[config.mk]
export PLATFORM = sky130hd
export DESIGN_NAME = key_value_table
export DESIGN_NICKNAME = d
export VERILOG_FILES = /design/src/kvt_pkg.sv /design/src/key_value_table.sv /design/src/kvt_cell.sv
export SDC_FILE = /design/constraint.sdc
export NUM_CORES = 2
export LEC_CHECK = 0
export BUFFER_PORTS_ARGS = -buffer_cell sky130_fd_sc_hd__buf_2
export CAP_MARGIN = 30
export CELL_PAD_IN_SITES_DETAIL_PLACEMENT = 1
export CELL_PAD_IN_SITES_GLOBAL_PLACEMENT = 1
export CORE_AREA = 10 10 486 488
export CTS_BUF_LIST = sky130_fd_sc_hd__clkbuf_8
export CTS_CLUSTER_DIAMETER = 100
export CTS_CLUSTER_SIZE = 25
export DETAILED_ROUTE_END_ITERATION = 12
export DIE_AREA = 0 0 496 498
export PLACE_DENSITY_LB_ADDON = 0.1
export SYNTH_ARGS = -nofsm -noshare
export SYNTH_HDL_FRONTEND = slang
export SYNTH_SLANG_ARGS = --single-unit
[constraint.sdc]
create_clock -name clk_i -period 5.9 [get_ports clk_i]
set_input_delay 0.295 -clock clk_i [delete_from_list [all_inputs] [get_ports clk_i]]
set_output_delay 0.295 -clock clk_i [all_outputs]
set_load 0.02 [all_outputs]
[src/kvt_pkg.sv]
// kvt_pkg: shared types and codes for the key/value table
// request codes, result codes and the token that walks the cell chain
// no dependencies
package kvt_pkg;

  // default number of table entries
  localparam int unsigned ENTRIES_DEF = 16;

  // request kinds
  localparam logic [1:0] OP_READ   = 2'd0;
  localparam logic [1:0] OP_WRITE  = 2'd1;
  localparam logic [1:0] OP_DELETE = 2'd2;

  // result kinds
  localparam logic [1:0] ST_VALUE     = 2'd0;
  localparam logic [1:0] ST_NOT_FOUND = 2'd1;
  localparam logic [1:0] ST_CREATED   = 2'd2;
  localparam logic [1:0] ST_FULL      = 2'd3;

  // request token handed from cell to cell
  typedef struct packed {
    logic               vld;
    logic [1:0]         op;
    logic signed [31:0] key;
    logic signed [31:0] value;
    logic               hit;
    logic signed [31:0] hit_value;
    logic               free_found;
  } kvt_tok_t;

  // broadcast that stores a new pair in the claimed free cell
  typedef struct packed {
    logic               vld;
    logic signed [31:0] key;
    logic signed [31:0] value;
  } kvt_commit_t;

endpackage

[src/key_value_table.sv]
// key_value_table: top level of the key/value table
// request control, cell chain and result register
// depends on kvt_pkg and kvt_cell
//
// Usage:
//   Requests enter on the s_axis channel: tuser carries the request kind
//   (read, write, delete), tdata the key and the value. Results leave on
//   the m_axis channel: tuser carries the result kind, tdata the value.
//   A write that updates a present key and a request of the unused kind
//   give no result.
//   A request walks the row of ENTRIES cells, one cell per cycle; each
//   cell compares against its own entry and updates or frees it in place.
//   New pairs go to the lowest free cell after the walk, through the
//   chain end register and the commit register; the result goes from
//   the chain end register into the output register. s_axis_tready is
//   high only while no request is in work.
//   Reset empties the table at once. A result waiting on a stalled
//   receiver stays in the output register; the next request is taken
//   meanwhile and its result is held at the chain end until the output
//   register frees.
module key_value_table #(
  parameter int unsigned ENTRIES = kvt_pkg::ENTRIES_DEF
) (
  input  logic        clk_i,
  input  logic        rst_ni,
  input  logic        s_axis_tvalid,
  output logic        s_axis_tready,
  input  logic [63:0] s_axis_tdata,  // key [31:0], value [63:32]
  input  logic [1:0]  s_axis_tuser,  // op [1:0]
  output logic        m_axis_tvalid,
  input  logic        m_axis_tready,
  output logic [31:0] m_axis_tdata,  // result_value [31:0]
  output logic [1:0]  m_axis_tuser   // status [1:0]
);
  import kvt_pkg::*;

  typedef enum logic [1:0] {
    ST_IDLE,
    ST_BUSY,
    ST_DONE
  } state_e;

  state_e             state_q;
  kvt_tok_t           tok0_q;
  kvt_tok_t           fin_q;
  kvt_commit_t        commit_q;
  logic               out_vld_q;
  logic [1:0]         out_status_q;
  logic signed [31:0] out_value_q;

  kvt_tok_t           tok [ENTRIES+1];
  logic [ENTRIES-1:0] tok_vld;

  logic               res_vld;
  logic [1:0]         res_status;
  logic signed [31:0] res_value;
  logic               res_commit;
  logic               out_free;
  logic               out_load;
  logic               s_req;

  assign s_axis_tready = (state_q == ST_IDLE);
  assign s_req         = s_axis_tvalid && s_axis_tready;
  assign out_free      = !out_vld_q || m_axis_tready;
  assign out_load      = (state_q == ST_DONE) && out_free;

  // cell chain
  assign tok[0] = tok0_q;
  for (genvar i = 0; i < ENTRIES; i++) begin : g_cell
    kvt_cell u_cell (
      .clk_i    (clk_i),
      .rst_ni   (rst_ni),
      .tok_i    (tok[i]),
      .tok_o    (tok[i+1]),
      .commit_i (commit_q)
    );
    assign tok_vld[i] = tok[i+1].vld;
  end

  // result from the finished token
  always_comb begin
    res_vld    = 1'b0;
    res_status = ST_NOT_FOUND;
    res_value  = '0;
    res_commit = 1'b0;
    unique case (fin_q.op)
      OP_READ, OP_DELETE: begin
        res_vld = 1'b1;
        if (fin_q.hit) begin
          res_status = ST_VALUE;
          res_value  = fin_q.hit_value;
        end
      end
      OP_WRITE: begin
        if (!fin_q.hit) begin
          res_vld = 1'b1;
          if (fin_q.free_found) begin
            res_status = ST_CREATED;
            res_value  = fin_q.key;
            res_commit = 1'b1;
          end else begin
            res_status = ST_FULL;
          end
        end
      end
      default: begin
        res_vld = 1'b0;
      end
    endcase
  end

  // request control, chain end capture and result register
  always_ff @(posedge clk_i or negedge rst_ni) begin
    if (!rst_ni) begin
      state_q      <= ST_IDLE;
      tok0_q       <= '0;
      fin_q        <= '0;
      commit_q     <= '0;
      out_vld_q    <= 1'b0;
      out_status_q <= ST_VALUE;
      out_value_q  <= '0;
    end else begin
      tok0_q.vld   <= s_req;
      commit_q.vld <= out_load && res_commit;
      out_vld_q    <= (out_load && res_vld) || (out_vld_q && !m_axis_tready);
      unique case (state_q)
        ST_IDLE: begin
          if (s_req) begin
            tok0_q.op         <= s_axis_tuser;
            tok0_q.key        <= s_axis_tdata[31:0];
            tok0_q.value      <= s_axis_tdata[63:32];
            tok0_q.hit        <= 1'b0;
            tok0_q.hit_value  <= '0;
            tok0_q.free_found <= 1'b0;
            state_q           <= ST_BUSY;
          end
        end
        ST_BUSY: begin
          if (tok[ENTRIES].vld) begin
            fin_q   <= tok[ENTRIES];
            state_q <= ST_DONE;
          end
        end
        ST_DONE: begin
          if (out_free) begin
            if (res_vld) begin
              out_status_q <= res_status;
              out_value_q  <= res_value;
            end
            commit_q.key   <= fin_q.key;
            commit_q.value <= fin_q.value;
            state_q        <= ST_IDLE;
          end
        end
        default: begin
          state_q <= ST_IDLE;
        end
      endcase
    end
  end

  assign m_axis_tvalid = out_vld_q;
  assign m_axis_tdata  = out_value_q;
  assign m_axis_tuser  = out_status_q;

  // at most one request walks the chain
  a_one_token: assert property (@(posedge clk_i) disable iff (!rst_ni)
    $countones(tok_vld) <= 1)
    else $error("more than one token in the cell chain");

  // the chain end only fires while a request is in work
  a_tail_busy: assert property (@(posedge clk_i) disable iff (!rst_ni)
    tok[ENTRIES].vld |-> (state_q == ST_BUSY))
    else $error("token left the chain outside the busy state");

  // a store of a new pair follows a finished request
  a_commit_src: assert property (@(posedge clk_i) disable iff (!rst_ni)
    commit_q.vld |-> ($past(state_q) == ST_DONE) && (state_q == ST_IDLE))
    else $error("commit without a finished request");

  // a result is loaded only when leaving the done state
  a_out_load: assert property (@(posedge clk_i) disable iff (!rst_ni)
    $rose(out_vld_q) |-> ($past(state_q) == ST_DONE))
    else $error("result appeared without a finished request");

endmodule

[src/kvt_cell.sv]
// kvt_cell: one table entry plus one stage of the request chain
// looks up, updates or frees its entry as the token passes
// depends on kvt_pkg
module kvt_cell (
  input  logic                clk_i,
  input  logic                rst_ni,
  input  kvt_pkg::kvt_tok_t    tok_i,
  output kvt_pkg::kvt_tok_t    tok_o,
  input  kvt_pkg::kvt_commit_t commit_i
);
  import kvt_pkg::*;

  logic               valid_q, valid_d;
  logic               claim_q, claim_d;
  logic signed [31:0] key_q;
  logic signed [31:0] value_q;
  kvt_tok_t           tok_q, tok_d;
  logic               hit_here;
  logic               free_here;
  logic               take_commit;

  // match and first-free detection for the passing token
  always_comb begin
    hit_here    = tok_i.vld && valid_q && (key_q == tok_i.key);
    free_here   = tok_i.vld && !valid_q && !tok_i.free_found;
    take_commit = commit_i.vld && claim_q;
    tok_d       = tok_i;
    if (hit_here) begin
      tok_d.hit       = 1'b1;
      tok_d.hit_value = value_q;
    end
    if (free_here) begin
      tok_d.free_found = 1'b1;
    end
  end

  // valid bit and claim flag
  always_comb begin
    valid_d = valid_q;
    claim_d = claim_q;
    if (tok_i.vld) begin
      claim_d = free_here;
    end
    if (hit_here && (tok_i.op == OP_DELETE)) begin
      valid_d = 1'b0;
    end
    if (take_commit) begin
      valid_d = 1'b1;
    end
  end

  always_ff @(posedge clk_i or negedge rst_ni) begin
    if (!rst_ni) begin
      valid_q <= 1'b0;
      claim_q <= 1'b0;
      tok_q   <= '0;
    end else begin
      valid_q <= valid_d;
      claim_q <= claim_d;
      tok_q   <= tok_d;
    end
  end

  // stored pair, written on create or update
  always_ff @(posedge clk_i) begin
    if (take_commit) begin
      key_q   <= commit_i.key;
      value_q <= commit_i.value;
    end else if (hit_here && (tok_i.op == OP_WRITE)) begin
      value_q <= tok_i.value;
    end
  end

  assign tok_o = tok_q;

endmodule
==> Yosys cells after proc, flatten, opt, wreduce, memory -nomap -nowiden <==
Cells that the tools add are included.
{ "classes": {"muxes": 113, "n_eq_ne": 55, "n_reduce_logical": 191} }
{ "op_table": {"columns": ["op", "n"], "rows": [
  ["2-to-1 mux 32 bit", 35],
  ["2-to-1 mux 33 bit", 16],
  ["equality test 32 bit", 16],
  ["logical AND 1 bit", 116],
  ["case mux 32 bit (2 select lines)", 1],
  ["nonzero test 2 bit", 32],
  ["2-to-1 mux 1 bit", 54],
  ["equality test 2 x 1 -> 1 bit, second input constant", 18],
  ["equality test 2 bit, second input constant", 18],
  ["logical NOT 1 bit", 33],
  ["2-to-1 mux 2 bit", 4],
  ["case mux 2 bit (3 select lines)", 1],
  ["AND reduction 2 bit", 3],
  ["AND reduction 3 bit", 2],
  ["logical NOT 2 bit", 2],
  ["!= test 2 x 1 -> 1 bit, second input constant", 2],
  ["case mux 2 bit (2 select lines)", 1],
  ["logical OR 1 bit", 2],
  ["!= test 2 bit, second input constant", 1],
  ["case mux 1 bit (2 select lines)", 1],
  ["OR reduction 2 bit", 1]
]} }
{ "word_totals": {"in_bits": 70, "wordCells": 552, "output_inout_bits": 36, "register_bits": 2941} }

==> Logic depth before layout (Yosys ltp) <==
{ "logic_depth": {"ltp_word": 5, "ltp_mapped": 8} }

==> Modules after synthesis <==
A second synthesis with hierarchy kept.
{ "hier_totals": {"cells_unflattened": 5312, "area_unflattened_um2": 101544.9} }
{ "modules_own_cells": {"columns": ["mod", "cells_each", "area_per_inst_um2", "instances", "seq_area_each_um2"], "rows": [
  ["kvt_cell", 293, 5701.7, 16, 4499.3],
  ["key_value_table", 624, 10317.4, 1, 6731.5]
]} }

==> Worst setup path before layout <==
No wires, ideal clock.
{ "synth_timing": {"kind": "flip-flop to flip-flop", "start": "register g_cell[13].u_cell.tok_q, in the netlist g_cell[13].u_cell.tok_o[95]", "end": "register g_cell[14].u_cell.value_q[0] (enable)", "setup_ns": 0.470, "path_slack_ns": 1.274, "period_less_slack_ns": 4.626, "arrival_time_ns": 4.156, "path_stages_with_launch": 7, "n_path_buf": 1, "t_required_ns": 5.430, "path_cell_list": "dfrtp_1 > xor2_1 > a221o_1 > a2111oi_0 > nand4_1 > clkbuf_1 > o31ai_1"} }
{ "synth_via": {"elab_chain_cells": 4} }
{ "synth_rtl": {"columns": ["element", "line_no", "rtl"], "rows": [
  ["start, declared", "kvt_cell.sv:17", "kvt_tok_t tok_q, tok_d;"],
  ["start signal, assigned", "kvt_cell.sv:60", "tok_q <= tok_d;"],
  ["equality test 32 bit", "kvt_cell.sv:24", "hit_here = tok_i.vld && valid_q && (key_q == tok_i.key);"],
  ["logical AND 1 bit", "kvt_cell.sv:24", null],
  ["logical AND 1 bit", "kvt_cell.sv:69", "end else if (hit_here && (tok_i.op == OP_WRITE)) begin"],
  ["nonzero test 2 bit (no line)", null, null],
  ["end signal, assigned", "kvt_cell.sv:68", "value_q <= commit_i.value;"],
  ["end signal, assigned", "kvt_cell.sv:70", "value_q <= tok_i.value;"],
  ["end, declared", "kvt_cell.sv:16", "logic signed [31:0] value_q;"]
]} }
Every way passes these cells.
A chain may end at the register's enable or synchronous reset.

==> Worst setup path after layout <==
{ "layout_timing": {"start": "register g_cell[0].u_cell.tok_q, in the netlist g_cell[0].u_cell.tok_o[76]", "end": "register g_cell[1].u_cell.value_q[4] (enable)"} }
{ "layout_via": {"elab_chain_cells": 4} }
{ "layout_rtl": {"columns": ["element", "line_no"], "rows": [
  ["start, declared", "kvt_cell.sv:17"],
  ["start signal, assigned", "kvt_cell.sv:60"],
  ["equality test 32 bit", "kvt_cell.sv:24"],
  ["logical AND 1 bit", "kvt_cell.sv:24"],
  ["logical AND 1 bit", "kvt_cell.sv:69"],
  ["nonzero test 2 bit (no line)", null],
  ["end signal, assigned", "kvt_cell.sv:68"],
  ["end signal, assigned", "kvt_cell.sv:70"],
  ["end, declared", "kvt_cell.sv:16"]
]} }
Every way passes these cells.

==> run metrics <==
Root Buffer=clkbuf_8; largest net degree at the start of global routing=168; beginning of the worst hold path=s_axis_tdata[43]; RSZ-0062 raised after global routing=no; Post-synth EDFFs=1,024; most common cell in the netlist=dfrtp_1; filler instances=20,834; total number of vias=45,454; worst slack, placed=1.96 ns; Max Cap Violations=0; Netlist cell types=42; CP Class=reg2reg; RR Startpoint=g_cell[0].u_cell.tok_o[76]; Final min period=3.97 ns; Required @ worst endpoint=6.55 ns; H-tree depth=4; Initial DRC Count=3,417; CP max stage cell=nor4_1; Clock Path Buffers=3; Reg area=0.0787 mm²; Num CTS Buffers=136; Remaining DRCs=0; post-synthesis sequential area ratio=0.779; fin area=0.110 mm²; clock latency on the worst-skew pair=0.99 ns; I/O pin cnt=106; Netlist Area Pre-Place=0.101 mm²; clock transition at the registers of the reported paths=0.15 ns; Worst path max stage delay=0.84 ns; core box area=0.226 mm²; WP data arrival=4.61 ns; Top FF cell, synth=dfrtp_1; DP Cell Count=8,448; Routed Wire Length=236,000 µm; Leak Pwr=0.0459 µW; status=finished clean; IO buf count=105; startpoint types=flop; global-route wire length before repair=354,000 µm; synthesis-stage register bit count=2,941; clk_skew=0.0601 ns; r2r setup slk=1.93 ns; Post-synth top cells=1,917 x dfrtp_1, 1,187 x mux2_2, 1,024 x edfxtp_1, 263 x xor2_1, 237 x xnor2_1; placed inst area=0.106 mm²; GP Congestion=0.777; DIE AREA=0.247 mm²; initial antenna violation count=19; Multi-input gate area=0.0213 mm²; post-synth top area cell=dfrtp_1; Layout Nets=5,776; num rows=175; CTS tree=done; Die Ht=498 µm; Slew @ Worst Pin=1.14 ns; Tcrit/Tclk final=0.672; synthesized area per cell=18.8 µm²; CP Capture Type=flop; Post-synth ARST share=0.652; CTS Sinks=2,941; Setup Buffers After CTS=0; reg2reg path depth=7; final hold vios=0; max-slew violation count=0; hold path depth=3; Synth warnings=0; dpl hpwl=159,000 µm; Min-Delay Endpoint=tok[1661]; Fmax=0.252 GHz; final worst slack=1.93 ns; worst r2r dst=g_cell[1].u_cell.value_q[4]; Worst slew margin=0.239; Starting Density=0.447; final setup TNS=0 ns; setup violators final=0; antenna-violating nets left=0; post-synth top area share=0.474; pwr dens=346 mW/mm²; Post-Layout Cell Count=8,839; share of cells above drive strength 1=0.281; Post-Syn Nets=5,462; worst path cell trace=xor2_1, nor4_1, nand3_1, nor4_4, buf_4, a31o_2, buf_4; vias in the first global route=50,643; Synth Instances=5,392; hold buffer count at CTS=119; Synth area leaders=dfrtp_1 47%, edfxtp_1 30%, mux2_2 13%, xor2_1 2.3%, xnor2_1 2.1%; drt wl/cell=26.7 µm; cts repair resizes=0; Worst VDD drop=0.000244 V; most used cell, CP=buf_4; die width=496 µm; CP Max Fanout=35; P&R area growth vs syn=8.46%; First-pass DRT Iterations=5; Hold Path Class=in2reg; grt ovf=0; Total GRT Usage=0.193; Via-to-Cell Ratio=5.14
critical path, delay by kind of cell, from the launching register on:
family | cells | cell delay, ns
AOI/OAI and AO/OA | 1 | 0.55
buffers and inverters | 2 | 1.00
and+or+nand+nor | 3 | 1.36
xor gates and xnor gates | 1 | 0.22
DFF | 1 | 0.46
report_power, final:
part / total, µW / internal (µW) / switching (µW)
logic: 3210 / 1750 / 1460
clock network: 8370 / 2340 / 6030
registers: 26400 / 23900 / 2430
per-layer routing:
| metal | GRT usage | share of wire | vias to the layer above |
|---|---|---|---|
| met1 | 0.266 | 0.44 | 24967 |
| met4 | 0.0380 | 0.018 | 2 |
| met3 | 0.0275 | 0.036 | 220 |
| li1 | - | - | 19682 |
| met5 | 0 | 0.000055 | - |
| met2 | 0.327 | 0.50 | 583 |
sequential cells by signal, indices dropped and copies added (netlist names):
name / flops
g_cell.u_cell.valid_q: 16
g_cell.u_cell.claim_q: 16
m_axis_tuser: 2
tok: 67
g_cell.u_cell.tok_o: 1616
state_q: 2
m_axis_tdata: 32
fin_q: 100
g_cell.u_cell.value_q: 512
m_axis_tvalid: 1
g_cell.u_cell.key_q: 512
commit_q: 65
cells in the final DEF (no fill, tap or decap), types with 13 or more instances in the layout:
master,instances
a22oi_1,32
and2_1,32
buf_12,21
buf_2,104
buf_4,98
clkbuf_8,144
dfrtp_1,1913
dlygate4sd3_1,118
edfxtp_1,1024
inv_1,165
mux2_1,33
mux2_2,1187
nand2_1,61
nand2b_1,39
nand3_1,30
nand4_1,61
nor2_1,16
nor3_1,13
nor4_1,57
o21ai_0,36
o22ai_1,15
xnor2_1,237
xor2_1,263
cells by family after synthesis:
family          count (synthesis)  share of synthesized area
compound gates                129                    0.00905
simple gates                  357                     0.0218
xor+xnor                      500                     0.0433
buf+inv                       245                     0.0114
mux                          1220                      0.136
flops                        2941                      0.779
area by class of cell:
cell class	instances	share of cell area
timing repair buffer	350	0.0283
sequential	2941	0.718
multi-input combinational	2206	0.194
inverter	71	0.00243
clock buffer	144	0.0181
tap	3009	0.0343
antenna	12	0.000274
clock inverter	106	0.00421
worst max path at each step:
stage                                      startpoint                      endpoint  slack (ns)
after CTS                  g_cell[0].u_cell.tok_o[76]   g_cell[1].u_cell.value_q[4]        1.92
after floorplan           g_cell[13].u_cell.tok_o[95]  g_cell[14].u_cell.value_q[0]        1.27
final                      g_cell[0].u_cell.tok_o[76]   g_cell[1].u_cell.value_q[4]        1.93
after global routing       g_cell[0].u_cell.tok_o[76]   g_cell[1].u_cell.value_q[4]        1.76
after detailed placement   g_cell[0].u_cell.tok_o[76]   g_cell[1].u_cell.value_q[5]        1.96
after global placement     g_cell[0].u_cell.tok_o[76]   g_cell[1].u_cell.value_q[6]        1.97
stage by stage:
stage,power [µW],utilization,hold WS (ns)
floorplan,27600,-,-0.000591
global placement,29900,0.466,0.306
detailed placement,30000,0.467,0.331
CTS,38500,0.483,0.00222
global route,39700,0.484,0.0393
finish,37900,0.484,0.109
No activity file was read; power rests on OpenSTA's default activity.
